## config.mk

```make
export PLATFORM = sky130hd
export DESIGN_NAME = sha256_message_hasher_flat
export DESIGN_NICKNAME = d
export VERILOG_FILES = /design/src/design/sha_pkg.sv /design/src/design/sha_if.sv /design/src/design/sha_queue.sv /design/src/design/sha_engine.sv /design/src/design/sha256_message_hasher.sv /design/src/flat_wrapper.sv
export SDC_FILE = /design/constraint.sdc
export NUM_CORES = 2
export LEC_CHECK = 0
export BUFFER_PORTS_ARGS = -buffer_cell sky130_fd_sc_hd__buf_4
export CORE_MARGIN = 2
export CORE_UTILIZATION = 35
export DETAILED_ROUTE_END_ITERATION = 8
export PLACE_DENSITY_LB_ADDON = 0.1
export SLEW_MARGIN = 10
export SYNTH_ARGS = -nofsm -noshare
export SYNTH_HDL_FRONTEND = slang
export SYNTH_SLANG_ARGS = --single-unit
```

## constraint.sdc

```tcl
create_clock -name clk -period 24.2 [get_ports clk]
set_input_delay 4.84 -clock clk [delete_from_list [all_inputs] [get_ports clk]]
set_output_delay 4.84 -clock clk [all_outputs]
set_load 0.02 [all_outputs]
```

## src/design/sha_pkg.sv

```systemverilog
// SHA-256 hasher package: round constants, initial hash, helpers, queue types.
// Depends on nothing.
`timescale 1ns / 1ps
package sha_pkg;
    localparam int QUEUE_DEPTH = 4;

    typedef struct packed {
        logic [7:0] data_byte;
        logic       byte_present;
        logic       end_of_message;
        logic       restart;
    } cmd_t;

    typedef logic [31:0] word_t;

    function automatic word_t round_k(input logic [5:0] r);
        word_t k;
        case (r)
            6'd0: k = 32'h428a2f98; 6'd1: k = 32'h71374491; 6'd2: k = 32'hb5c0fbcf;
            6'd3: k = 32'he9b5dba5; 6'd4: k = 32'h3956c25b; 6'd5: k = 32'h59f111f1;
            6'd6: k = 32'h923f82a4; 6'd7: k = 32'hab1c5ed5; 6'd8: k = 32'hd807aa98;
            6'd9: k = 32'h12835b01; 6'd10: k = 32'h243185be; 6'd11: k = 32'h550c7dc3;
            6'd12: k = 32'h72be5d74; 6'd13: k = 32'h80deb1fe; 6'd14: k = 32'h9bdc06a7;
            6'd15: k = 32'hc19bf174; 6'd16: k = 32'he49b69c1; 6'd17: k = 32'hefbe4786;
            6'd18: k = 32'h0fc19dc6; 6'd19: k = 32'h240ca1cc; 6'd20: k = 32'h2de92c6f;
            6'd21: k = 32'h4a7484aa; 6'd22: k = 32'h5cb0a9dc; 6'd23: k = 32'h76f988da;
            6'd24: k = 32'h983e5152; 6'd25: k = 32'ha831c66d; 6'd26: k = 32'hb00327c8;
            6'd27: k = 32'hbf597fc7; 6'd28: k = 32'hc6e00bf3; 6'd29: k = 32'hd5a79147;
            6'd30: k = 32'h06ca6351; 6'd31: k = 32'h14292967; 6'd32: k = 32'h27b70a85;
            6'd33: k = 32'h2e1b2138; 6'd34: k = 32'h4d2c6dfc; 6'd35: k = 32'h53380d13;
            6'd36: k = 32'h650a7354; 6'd37: k = 32'h766a0abb; 6'd38: k = 32'h81c2c92e;
            6'd39: k = 32'h92722c85; 6'd40: k = 32'ha2bfe8a1; 6'd41: k = 32'ha81a664b;
            6'd42: k = 32'hc24b8b70; 6'd43: k = 32'hc76c51a3; 6'd44: k = 32'hd192e819;
            6'd45: k = 32'hd6990624; 6'd46: k = 32'hf40e3585; 6'd47: k = 32'h106aa070;
            6'd48: k = 32'h19a4c116; 6'd49: k = 32'h1e376c08; 6'd50: k = 32'h2748774c;
            6'd51: k = 32'h34b0bcb5; 6'd52: k = 32'h391c0cb3; 6'd53: k = 32'h4ed8aa4a;
            6'd54: k = 32'h5b9cca4f; 6'd55: k = 32'h682e6ff3; 6'd56: k = 32'h748f82ee;
            6'd57: k = 32'h78a5636f; 6'd58: k = 32'h84c87814; 6'd59: k = 32'h8cc70208;
            6'd60: k = 32'h90befffa; 6'd61: k = 32'ha4506ceb; 6'd62: k = 32'hbef9a3f7;
            default: k = 32'hc67178f2;
        endcase
        return k;
    endfunction

    function automatic word_t init_h(input logic [2:0] i);
        word_t h;
        case (i)
            3'd0: h = 32'h6a09e667; 3'd1: h = 32'hbb67ae85;
            3'd2: h = 32'h3c6ef372; 3'd3: h = 32'ha54ff53a;
            3'd4: h = 32'h510e527f; 3'd5: h = 32'h9b05688c;
            3'd6: h = 32'h1f83d9ab; default: h = 32'h5be0cd19;
        endcase
        return h;
    endfunction

    function automatic word_t ror(input word_t v, input int s);
        return (v >> s) | (v << (32 - s));
    endfunction
endpackage

```

## src/design/sha_if.sv

```systemverilog
// Valid/ready channel interfaces for the hasher input and digest output.
// Depends on nothing.
`timescale 1ns / 1ps
interface sha_in_if;
    logic       valid;
    logic       ready;
    logic [7:0] data_byte;
    logic       byte_present;
    logic       end_of_message;
    logic       restart;
    modport source (output valid, data_byte, byte_present, end_of_message, restart,
                    input ready);
    modport sink (input valid, data_byte, byte_present, end_of_message, restart,
                  output ready);
endinterface

interface sha_out_if;
    logic        valid;
    logic        ready;
    logic [31:0] digest_word;
    logic [2:0]  word_index;
    logic        last_word;
    modport source (output valid, digest_word, word_index, last_word, input ready);
    modport sink (input valid, digest_word, word_index, last_word, output ready);
endinterface

```

## src/design/sha_queue.sv

```systemverilog
// Short word queue between the front end and the hashing engine.
// Depends on sha_pkg.
`timescale 1ns / 1ps
module sha_queue
    import sha_pkg::*;
#(
    parameter int DEPTH = QUEUE_DEPTH
) (
    input  logic clk,
    input  logic rst_n,
    input  logic push,
    input  cmd_t push_data,
    output logic full,
    input  logic pop,
    output cmd_t pop_data,
    output logic empty
);
    localparam int AW = $clog2(DEPTH);
    cmd_t mem [DEPTH];
    logic [AW-1:0] wr_reg, rd_reg;
    logic [AW:0]   cnt_reg;

    assign full     = (cnt_reg == (AW+1)'(DEPTH));
    assign empty    = (cnt_reg == '0);
    assign pop_data = mem[rd_reg];

    // store word
    always_ff @(posedge clk)
    begin
        if (push && !full)
        begin
            mem[wr_reg] <= push_data;
        end
    end

    // advance pointers
    always_ff @(posedge clk or negedge rst_n)
    begin
        if (!rst_n)
        begin
            wr_reg  <= '0;
            rd_reg  <= '0;
            cnt_reg <= '0;
        end
        else
        begin
            if (push && !full)
            begin
                wr_reg <= (wr_reg == AW'(DEPTH - 1)) ? '0 : wr_reg + 1'b1;
            end
            if (pop && !empty)
            begin
                rd_reg <= (rd_reg == AW'(DEPTH - 1)) ? '0 : rd_reg + 1'b1;
            end
            cnt_reg <= cnt_reg + (AW+1)'(push && !full) - (AW+1)'(pop && !empty);
        end
    end
endmodule

```

## src/design/sha_engine.sv

```systemverilog
// Back end: block packing, padding, 64-round compression and digest output.
// Depends on sha_pkg and sha_out_if.
`timescale 1ns / 1ps
module sha_engine
    import sha_pkg::*;
(
    input  logic  clk,
    input  logic  rst_n,
    input  cmd_t  cmd,
    input  logic  cmd_valid,
    output logic  cmd_pop,
    sha_out_if.source out
);
    localparam logic [2:0] S_IDLE = 3'd0;
    localparam logic [2:0] S_PAD  = 3'd1;
    localparam logic [2:0] S_LOAD = 3'd2;
    localparam logic [2:0] S_RND  = 3'd3;
    localparam logic [2:0] S_ADD  = 3'd4;
    localparam logic [2:0] S_OUT  = 3'd5;

    logic [2:0]  state_reg;
    word_t       blk [16];
    word_t       w_reg [16];
    word_t       h_reg [8];
    word_t       v_reg [8];
    logic [63:0] cnt_reg;
    logic [5:0]  pos_reg;
    logic [5:0]  rnd_reg;
    logic [2:0]  oidx_reg;
    logic        final_reg;   // padding is under way, digest follows
    logic        lenblk_reg;  // the block being filled carries the length
    logic        mark_reg;    // next pad byte is the 0x80 marker
    logic        ovalid_reg;

    word_t wr, t1, t2, g0, g1;
    logic [63:0] bits;
    logic [63:0] c_base;
    logic [63:0] c_next;
    logic        blk_full;
    logic [7:0]  pad_byte;

    assign bits = {cnt_reg[60:0], 3'b000};

    // byte count after this word and whether its byte closes a block
    always_comb
    begin
        c_base   = cmd.restart ? 64'd0 : cnt_reg;
        c_next   = c_base + 64'(cmd.byte_present);
        blk_full = cmd.byte_present && (c_base[5:0] == 6'd63);
    end

    // pick the pad byte: marker, length byte or zero
    always_comb
    begin
        if (mark_reg)
        begin
            pad_byte = 8'h80;
        end
        else if (lenblk_reg && pos_reg >= 6'd56)
        begin
            pad_byte = bits[{~pos_reg[2:0], 3'b000} +: 8];
        end
        else
        begin
            pad_byte = 8'h00;
        end
    end

    // message schedule and round function
    always_comb
    begin
        g0 = ror(w_reg[1], 7) ^ ror(w_reg[1], 18) ^ (w_reg[1] >> 3);
        g1 = ror(w_reg[14], 17) ^ ror(w_reg[14], 19) ^ (w_reg[14] >> 10);
        wr = w_reg[0];
        t1 = v_reg[7] + (ror(v_reg[4], 6) ^ ror(v_reg[4], 11) ^ ror(v_reg[4], 25))
             + ((v_reg[4] & v_reg[5]) ^ (~v_reg[4] & v_reg[6])) + round_k(rnd_reg) + wr;
        t2 = (ror(v_reg[0], 2) ^ ror(v_reg[0], 13) ^ ror(v_reg[0], 22))
             + ((v_reg[0] & v_reg[1]) ^ (v_reg[0] & v_reg[2]) ^ (v_reg[1] & v_reg[2]));
    end

    assign cmd_pop         = (state_reg == S_IDLE) && cmd_valid;
    assign out.valid       = ovalid_reg;
    assign out.digest_word = h_reg[oidx_reg];
    assign out.word_index  = oidx_reg;
    assign out.last_word   = (oidx_reg == 3'd7);

    // block buffer: one byte lane per cycle while idle or padding, big-endian within each word
    always_ff @(posedge clk)
    begin
        if (state_reg == S_IDLE && cmd_valid && cmd.byte_present)
        begin
            blk[c_base[5:2]][{~c_base[1:0], 3'b000} +: 8] <= cmd.data_byte;
        end
        else if (state_reg == S_PAD)
        begin
            blk[pos_reg[5:2]][{~pos_reg[1:0], 3'b000} +: 8] <= pad_byte;
        end
    end

    // sequencer
    always_ff @(posedge clk or negedge rst_n)
    begin
        if (!rst_n)
        begin
            state_reg  <= S_IDLE;
            cnt_reg    <= '0;
            ovalid_reg <= 1'b0;
            oidx_reg   <= '0;
            pos_reg    <= '0;
            rnd_reg    <= '0;
            final_reg  <= 1'b0;
            lenblk_reg <= 1'b0;
            mark_reg   <= 1'b0;
            for (int i = 0; i < 8; i++)
            begin
                h_reg[i] <= init_h(3'(i));
            end
        end
        else
        begin
            unique case (state_reg)
                S_IDLE:
                begin
                    if (cmd_valid)
                    begin
                        if (cmd.restart)
                        begin
                            for (int i = 0; i < 8; i++)
                            begin
                                h_reg[i] <= init_h(3'(i));
                            end
                        end
                        cnt_reg <= c_next;
                        if (cmd.end_of_message)
                        begin
                            // marker goes at the next free position during the pad fill;
                            // a block just filled by this byte is compressed first
                            final_reg  <= 1'b1;
                            mark_reg   <= 1'b1;
                            pos_reg    <= c_next[5:0];
                            lenblk_reg <= !blk_full && (c_next[5:0] < 6'd56);
                            state_reg  <= blk_full ? S_LOAD : S_PAD;
                        end
                        else if (blk_full)
                        begin
                            state_reg <= S_LOAD;
                        end
                    end
                end
                S_PAD:
                begin
                    mark_reg <= 1'b0;
                    pos_reg  <= pos_reg + 6'd1;
                    if (pos_reg == 6'd63)
                    begin
                        state_reg <= S_LOAD;
                    end
                end
                S_LOAD:
                begin
                    for (int j = 0; j < 16; j++)
                    begin
                        w_reg[j] <= blk[j];
                    end
                    for (int j = 0; j < 8; j++)
                    begin
                        v_reg[j] <= h_reg[j];
                    end
                    rnd_reg   <= '0;
                    state_reg <= S_RND;
                end
                S_RND:
                begin
                    for (int j = 0; j < 15; j++)
                    begin
                        w_reg[j] <= w_reg[j+1];
                    end
                    w_reg[15] <= w_reg[0] + g0 + w_reg[9] + g1;
                    v_reg[7] <= v_reg[6];
                    v_reg[6] <= v_reg[5];
                    v_reg[5] <= v_reg[4];
                    v_reg[4] <= v_reg[3] + t1;
                    v_reg[3] <= v_reg[2];
                    v_reg[2] <= v_reg[1];
                    v_reg[1] <= v_reg[0];
                    v_reg[0] <= t1 + t2;
                    rnd_reg  <= rnd_reg + 6'd1;
                    if (rnd_reg == 6'd63)
                    begin
                        state_reg <= S_ADD;
                    end
                end
                S_ADD:
                begin
                    for (int j = 0; j < 8; j++)
                    begin
                        h_reg[j] <= h_reg[j] + v_reg[j];
                    end
                    if (!final_reg)
                    begin
                        state_reg <= S_IDLE;
                    end
                    else if (!lenblk_reg)
                    begin
                        // fill the block that carries the length
                        lenblk_reg <= 1'b1;
                        pos_reg    <= 6'd0;
                        state_reg  <= S_PAD;
                    end
                    else
                    begin
                        final_reg  <= 1'b0;
                        cnt_reg    <= '0;
                        oidx_reg   <= '0;
                        ovalid_reg <= 1'b1;
                        state_reg  <= S_OUT;
                    end
                end
                S_OUT:
                begin
                    if (out.ready)
                    begin
                        oidx_reg <= oidx_reg + 3'd1;
                        if (oidx_reg == 3'd7)
                        begin
                            ovalid_reg <= 1'b0;
                            state_reg  <= S_IDLE;
                        end
                    end
                end
                default: state_reg <= S_IDLE;
            endcase
        end
    end
endmodule

```

## src/design/sha256_message_hasher.sv

```systemverilog
// Top level of the SHA-256 message hasher: front end, queue and engine.
// Depends on sha_pkg, sha_if, sha_queue and sha_engine.
//
// Usage: the input channel takes one word per handshake: a message byte
// with byte_present, end_of_message and restart flags. Bytes pack
// big-endian into 64-byte blocks; a full block runs 64 rounds, one per
// cycle, in the engine's round unit, between the load of the schedule
// and working registers and the add into the hash values. A closing word
// pads the message (0x80, zeros, 64-bit bit length) and the engine then
// shows eight 32-bit digest words on the output channel, index 0 first,
// last_word on the eighth. The engine takes one byte per cycle while it
// is idle and none while it pads, compresses or sends the digest. Closing
// adds a pad fill of the byte positions left in the block (at most 64)
// and one compression, or a second fill and compression when the length
// spills; the first digest word shows the cycle after the last add.
// The input side keeps accepting into a four-entry queue while the engine
// works or the receiver stalls; ready falls only when the queue fills.
// Output words hold while ready is low. Reset reloads the initial hash
// values and clears the byte count; the block buffer needs no clearing.
`timescale 1ns / 1ps
module sha256_message_hasher
    import sha_pkg::*;
#(
    parameter int QDEPTH = QUEUE_DEPTH
) (
    input logic clk,
    input logic rst_n,
    sha_in_if.sink    in_ch,
    sha_out_if.source out_ch
);
    cmd_t qin, qout;
    logic full, empty, pop;

    // classify and pack the incoming word
    always_comb
    begin
        qin.data_byte      = in_ch.data_byte;
        qin.byte_present   = in_ch.byte_present;
        qin.end_of_message = in_ch.end_of_message;
        qin.restart        = in_ch.restart;
    end
    assign in_ch.ready = !full;

    sha_queue #(.DEPTH(QDEPTH)) u_queue (
        .clk, .rst_n,
        .push(in_ch.valid), .push_data(qin), .full,
        .pop, .pop_data(qout), .empty
    );

    sha_engine u_engine (
        .clk, .rst_n,
        .cmd(qout), .cmd_valid(!empty), .cmd_pop(pop),
        .out(out_ch)
    );
endmodule

```

## src/flat_wrapper.sv

```systemverilog
// flat-port wrapper written by rule: the top's interface ports become plain ports
module sha256_message_hasher_flat import sha_pkg::*;
#(
    parameter int QDEPTH = QUEUE_DEPTH
)
  (clk, rst_n, in_ch_valid, in_ch_data_byte, in_ch_byte_present, in_ch_end_of_message, in_ch_restart, in_ch_ready, out_ch_valid, out_ch_digest_word, out_ch_word_index, out_ch_last_word, out_ch_ready);
  sha_in_if in_ch_i ();
  sha_out_if out_ch_i ();
  input logic clk;
  input logic rst_n;
  input wire logic [$bits(in_ch_i.valid)-1:0] in_ch_valid;
  input wire logic [$bits(in_ch_i.data_byte)-1:0] in_ch_data_byte;
  input wire logic [$bits(in_ch_i.byte_present)-1:0] in_ch_byte_present;
  input wire logic [$bits(in_ch_i.end_of_message)-1:0] in_ch_end_of_message;
  input wire logic [$bits(in_ch_i.restart)-1:0] in_ch_restart;
  output wire logic [$bits(in_ch_i.ready)-1:0] in_ch_ready;
  output wire logic [$bits(out_ch_i.valid)-1:0] out_ch_valid;
  output wire logic [$bits(out_ch_i.digest_word)-1:0] out_ch_digest_word;
  output wire logic [$bits(out_ch_i.word_index)-1:0] out_ch_word_index;
  output wire logic [$bits(out_ch_i.last_word)-1:0] out_ch_last_word;
  input wire logic [$bits(out_ch_i.ready)-1:0] out_ch_ready;
  assign in_ch_i.valid = in_ch_valid;
  assign in_ch_i.data_byte = in_ch_data_byte;
  assign in_ch_i.byte_present = in_ch_byte_present;
  assign in_ch_i.end_of_message = in_ch_end_of_message;
  assign in_ch_i.restart = in_ch_restart;
  assign in_ch_ready = in_ch_i.ready;
  assign out_ch_valid = out_ch_i.valid;
  assign out_ch_digest_word = out_ch_i.digest_word;
  assign out_ch_word_index = out_ch_i.word_index;
  assign out_ch_last_word = out_ch_i.last_word;
  assign out_ch_i.ready = out_ch_ready;
  sha256_message_hasher #(.QDEPTH(QDEPTH)) u_core (.clk(clk), .rst_n(rst_n), .in_ch(in_ch_i), .out_ch(out_ch_i));
endmodule
```

==> impl_results.md <==
- Endpoints failing setup: 0
- Status: completed
- Total die area: 275000 um^2
- Met2 usage: 36.1%
- Top-area cell type share of the netlist area: 42.0%
- Ratio of cells with drive above 1 in the final layout: 18.4%
- Drc violations: 0
- Worst Setup SP: u_core.u_engine.rnd_reg[1]$_DFFE_PN0P_
- Max Clk Rate: 0.103 GHz
- Post-Syn Area: 94700 um^2
- Clock Path Buffers: 4
- Area grow syn2layout: 11.5%
- Met3 usage: 2.78%
- DR vias: 63300
- Crit. End Element: flip-flop
- Synth area leaders: edfxtp_1, mux2_2, dfrtp_1
- RR Endpoint: u_core.u_engine.v_reg[0][30]$_DFFE_PP_
- Final period util: 40.2%
- Worst Tran Pin Value: 1.33 ns
- Worst R2R Path Depth: 33
- Gr busiest metal: met2
- CTS tree: built
- Postcts setup bufs: 0
- Synthesis-stage register bit count: 1670
- Met1 GRT Util: 32.9%
- Worst skew pair latency: 0.89 ns
- Setup TNS: 0 ns
- Max Transition Viols Final: 0
- Max cap viols: 0
- RSZ-0062 raised after global routing: no
- Critical path class: reg2reg
- Dpl hpwl: 226 mm
- Worst r2r src: u_core.u_engine.rnd_reg[1]$_DFFE_PN0P_
- Area leader, netlist: edfxtp_1
- Vias in the first global route: 62400
- Core Region: 269000 um^2
- Final Critical Period: 9.74 ns
- FFs w/ async S/R, synth: 20.7%
- Crit path to: u_core.u_engine.v_reg[0][30]$_DFFE_PP_
- TritonRoute pass-1 iters: 6
- I/O pins: 53
- Number of flops mapped to enable cells by yosys: 1324
- Clock buffer count from CTS: 199
- Syn. warnings: 0
- Syn Nets: 8497
- Commonest cells in the synthesized netlist: edfxtp_1, mux2_2, nand2_1
- Leading register cell type out of synthesis: edfxtp_1
- Rel. slew slack: 11.1%
- Die height: 524 um
- Count leader, synth: edfxtp_1
- Port-buffer cells: 52
- Nets: 8499
- Post-synthesis sequential area ratio: 51.3%
- Initial Util: 35.3%
- CP startpoint kind: flip-flop
- Worst path max stage delay: 0.92 ns
- Initial antenna violation count: 10
- Root Driver: clkbuf_16
- Hold Path Class: reg2reg
- Row count: 190
- Worst-path clk slew: 0.06 ns
- Synth cell types: 95
- Post-CTS Hold Fix Bufs: 0
- Vias/cell: 5.47
- Post-DRT Antenna Nets: 0
- Pin count of the biggest net entering global routing: 167
- Skew final: 0.0757 ns
- PostCTS Resize Cnt: 0
- Clock sinks: 1670
- Slack of the worst reg-to-reg path: 14.46 ns
- GRT Total Usage: 22.7%
- Worst Path Max Fanout: 17
- Initial DRC Count: 5975
- Final hold violations: 0
- H-tree levels: 4
- Post-Route WL: 315 mm
- GR Overflow Total: 0
- Routability cong.: 0.898
- Syn Inst Count: 7866
- Crit path arrival time: 10.34 ns
- First-pass GRT wire length: 455 mm
- Die X: 524 um
- Mapped Avg Cell Area: 12.0 um^2
- Worst path required time: 24.80 ns
- Slowest stage cell, crit path: ha_1
- Drt wl/cell: 27.2 um
==> layout by cell type, fill, tap and decap left out, types with 57 or more instances in the layout <==
cell / count
xor2_1: 247
o21ai_0: 496
nor2_1: 442
a21oi_1: 505
nor3_1: 85
dfrtp_1: 203
clkbuf_16: 200
nand2b_1: 73
nand2_1: 542
nand3_1: 97
a21o_1: 182
edfxtp_1: 1324
inv_1: 492
fa_1: 197
ha_1: 419
o21bai_1: 57
a31oi_1: 68
mux2_2: 717
xnor2_1: 323
a22o_1: 76
dfstp_2: 136
buf_4: 146
mux4_2: 92
==> cells by family (layout without fill, tap and decap cells) <==
logic type / count (synthesis) / in the layout / share of synthesized area [%]
AOI/OAI and AO/OA: 1829 / 1829 / 12.1
xor gates and xnor gates: 572 / 572 / 5.32
adders and majority gates: 619 / 619 / 9.73
buffers and inverters: 849 / 1005 / 3.38
DFF: 1670 / 1670 / 51.3
muxes: 827 / 827 / 10.9
other: 0 / 2 / 0
and+or+nand+nor: 1500 / 1500 / 7.25
==> per-layer routing <==
metal	part of all wire (%)	routed length, um	vias to the layer above
met3	4.7	14900	345
met2	46	145000	1613
met1	47	148000	32500
met5	0	0	-
li1	-	-	28900
met4	2.2	6980	0
==> worst min path at each step <==
stage,to,slack (ns),from,cells after the start
2_1_floorplan,u_core.u_engine.cnt_reg[60]$_DFFE_PN0P_,0.44,u_core.u_engine.cnt_reg[60]$_DFFE_PN0P_,1
3_3_place_gp,u_core.u_queue.cnt_reg[2]$_DFF_PN0_,0.47,u_core.u_queue.cnt_reg[2]$_DFF_PN0_,1
3_5_place_dp,u_core.u_engine.cnt_reg[60]$_DFFE_PN0P_,0.49,u_core.u_engine.cnt_reg[60]$_DFFE_PN0P_,1
4_1_cts,u_core.u_engine.cnt_reg[60]$_DFFE_PN0P_,0.50,u_core.u_engine.cnt_reg[60]$_DFFE_PN0P_,1
5_1_grt,u_core.u_engine.cnt_reg[60]$_DFFE_PN0P_,0.53,u_core.u_engine.cnt_reg[60]$_DFFE_PN0P_,1
6_report,u_core.u_engine.cnt_reg[60]$_DFFE_PN0P_,0.50,u_core.u_engine.cnt_reg[60]$_DFFE_PN0P_,1
==> critical path, delay by kind of cell (launching register included) <==
family	cells	cell delay [ns]
flops	1	0.79
buf+inv	4	0.55
fa+ha+maj	6	2.98
xor+xnor	1	0.26
compound gates	17	3.95
simple gates	5	0.91
==> area by class of cell <==
class / instances / area (um^2)
antenna: 2 / 5.00
clock buffer: 256 / 5350
clock inverter: 99 / 1150
fill: 25600 / 163000
inverter: 496 / 1860
multi-input combinational: 5347 / 43000
sequential: 1670 / 48600
tap: 3552 / 4440
timing repair buffer: 154 / 1250
==> per-stage QoR <==
step	util [%]	hold WS, ns	worst slack (ns)	instance area (um^2)	instances
after detailed placement	36.9	0.487	14.12	99100	11200
after CTS	39.3	0.499	14.35	106000	11600
final	39.3	0.495	14.46	106000	11600
after global routing	39.3	0.525	13.65	106000	11600
after global placement	36.9	0.475	14.19	99100	11200
after floorplan	-	0.436	0.929	94700	7866
Power is not shown: default switching activity piles up to over one toggle a cycle in this logic, so the estimate is an artifact.
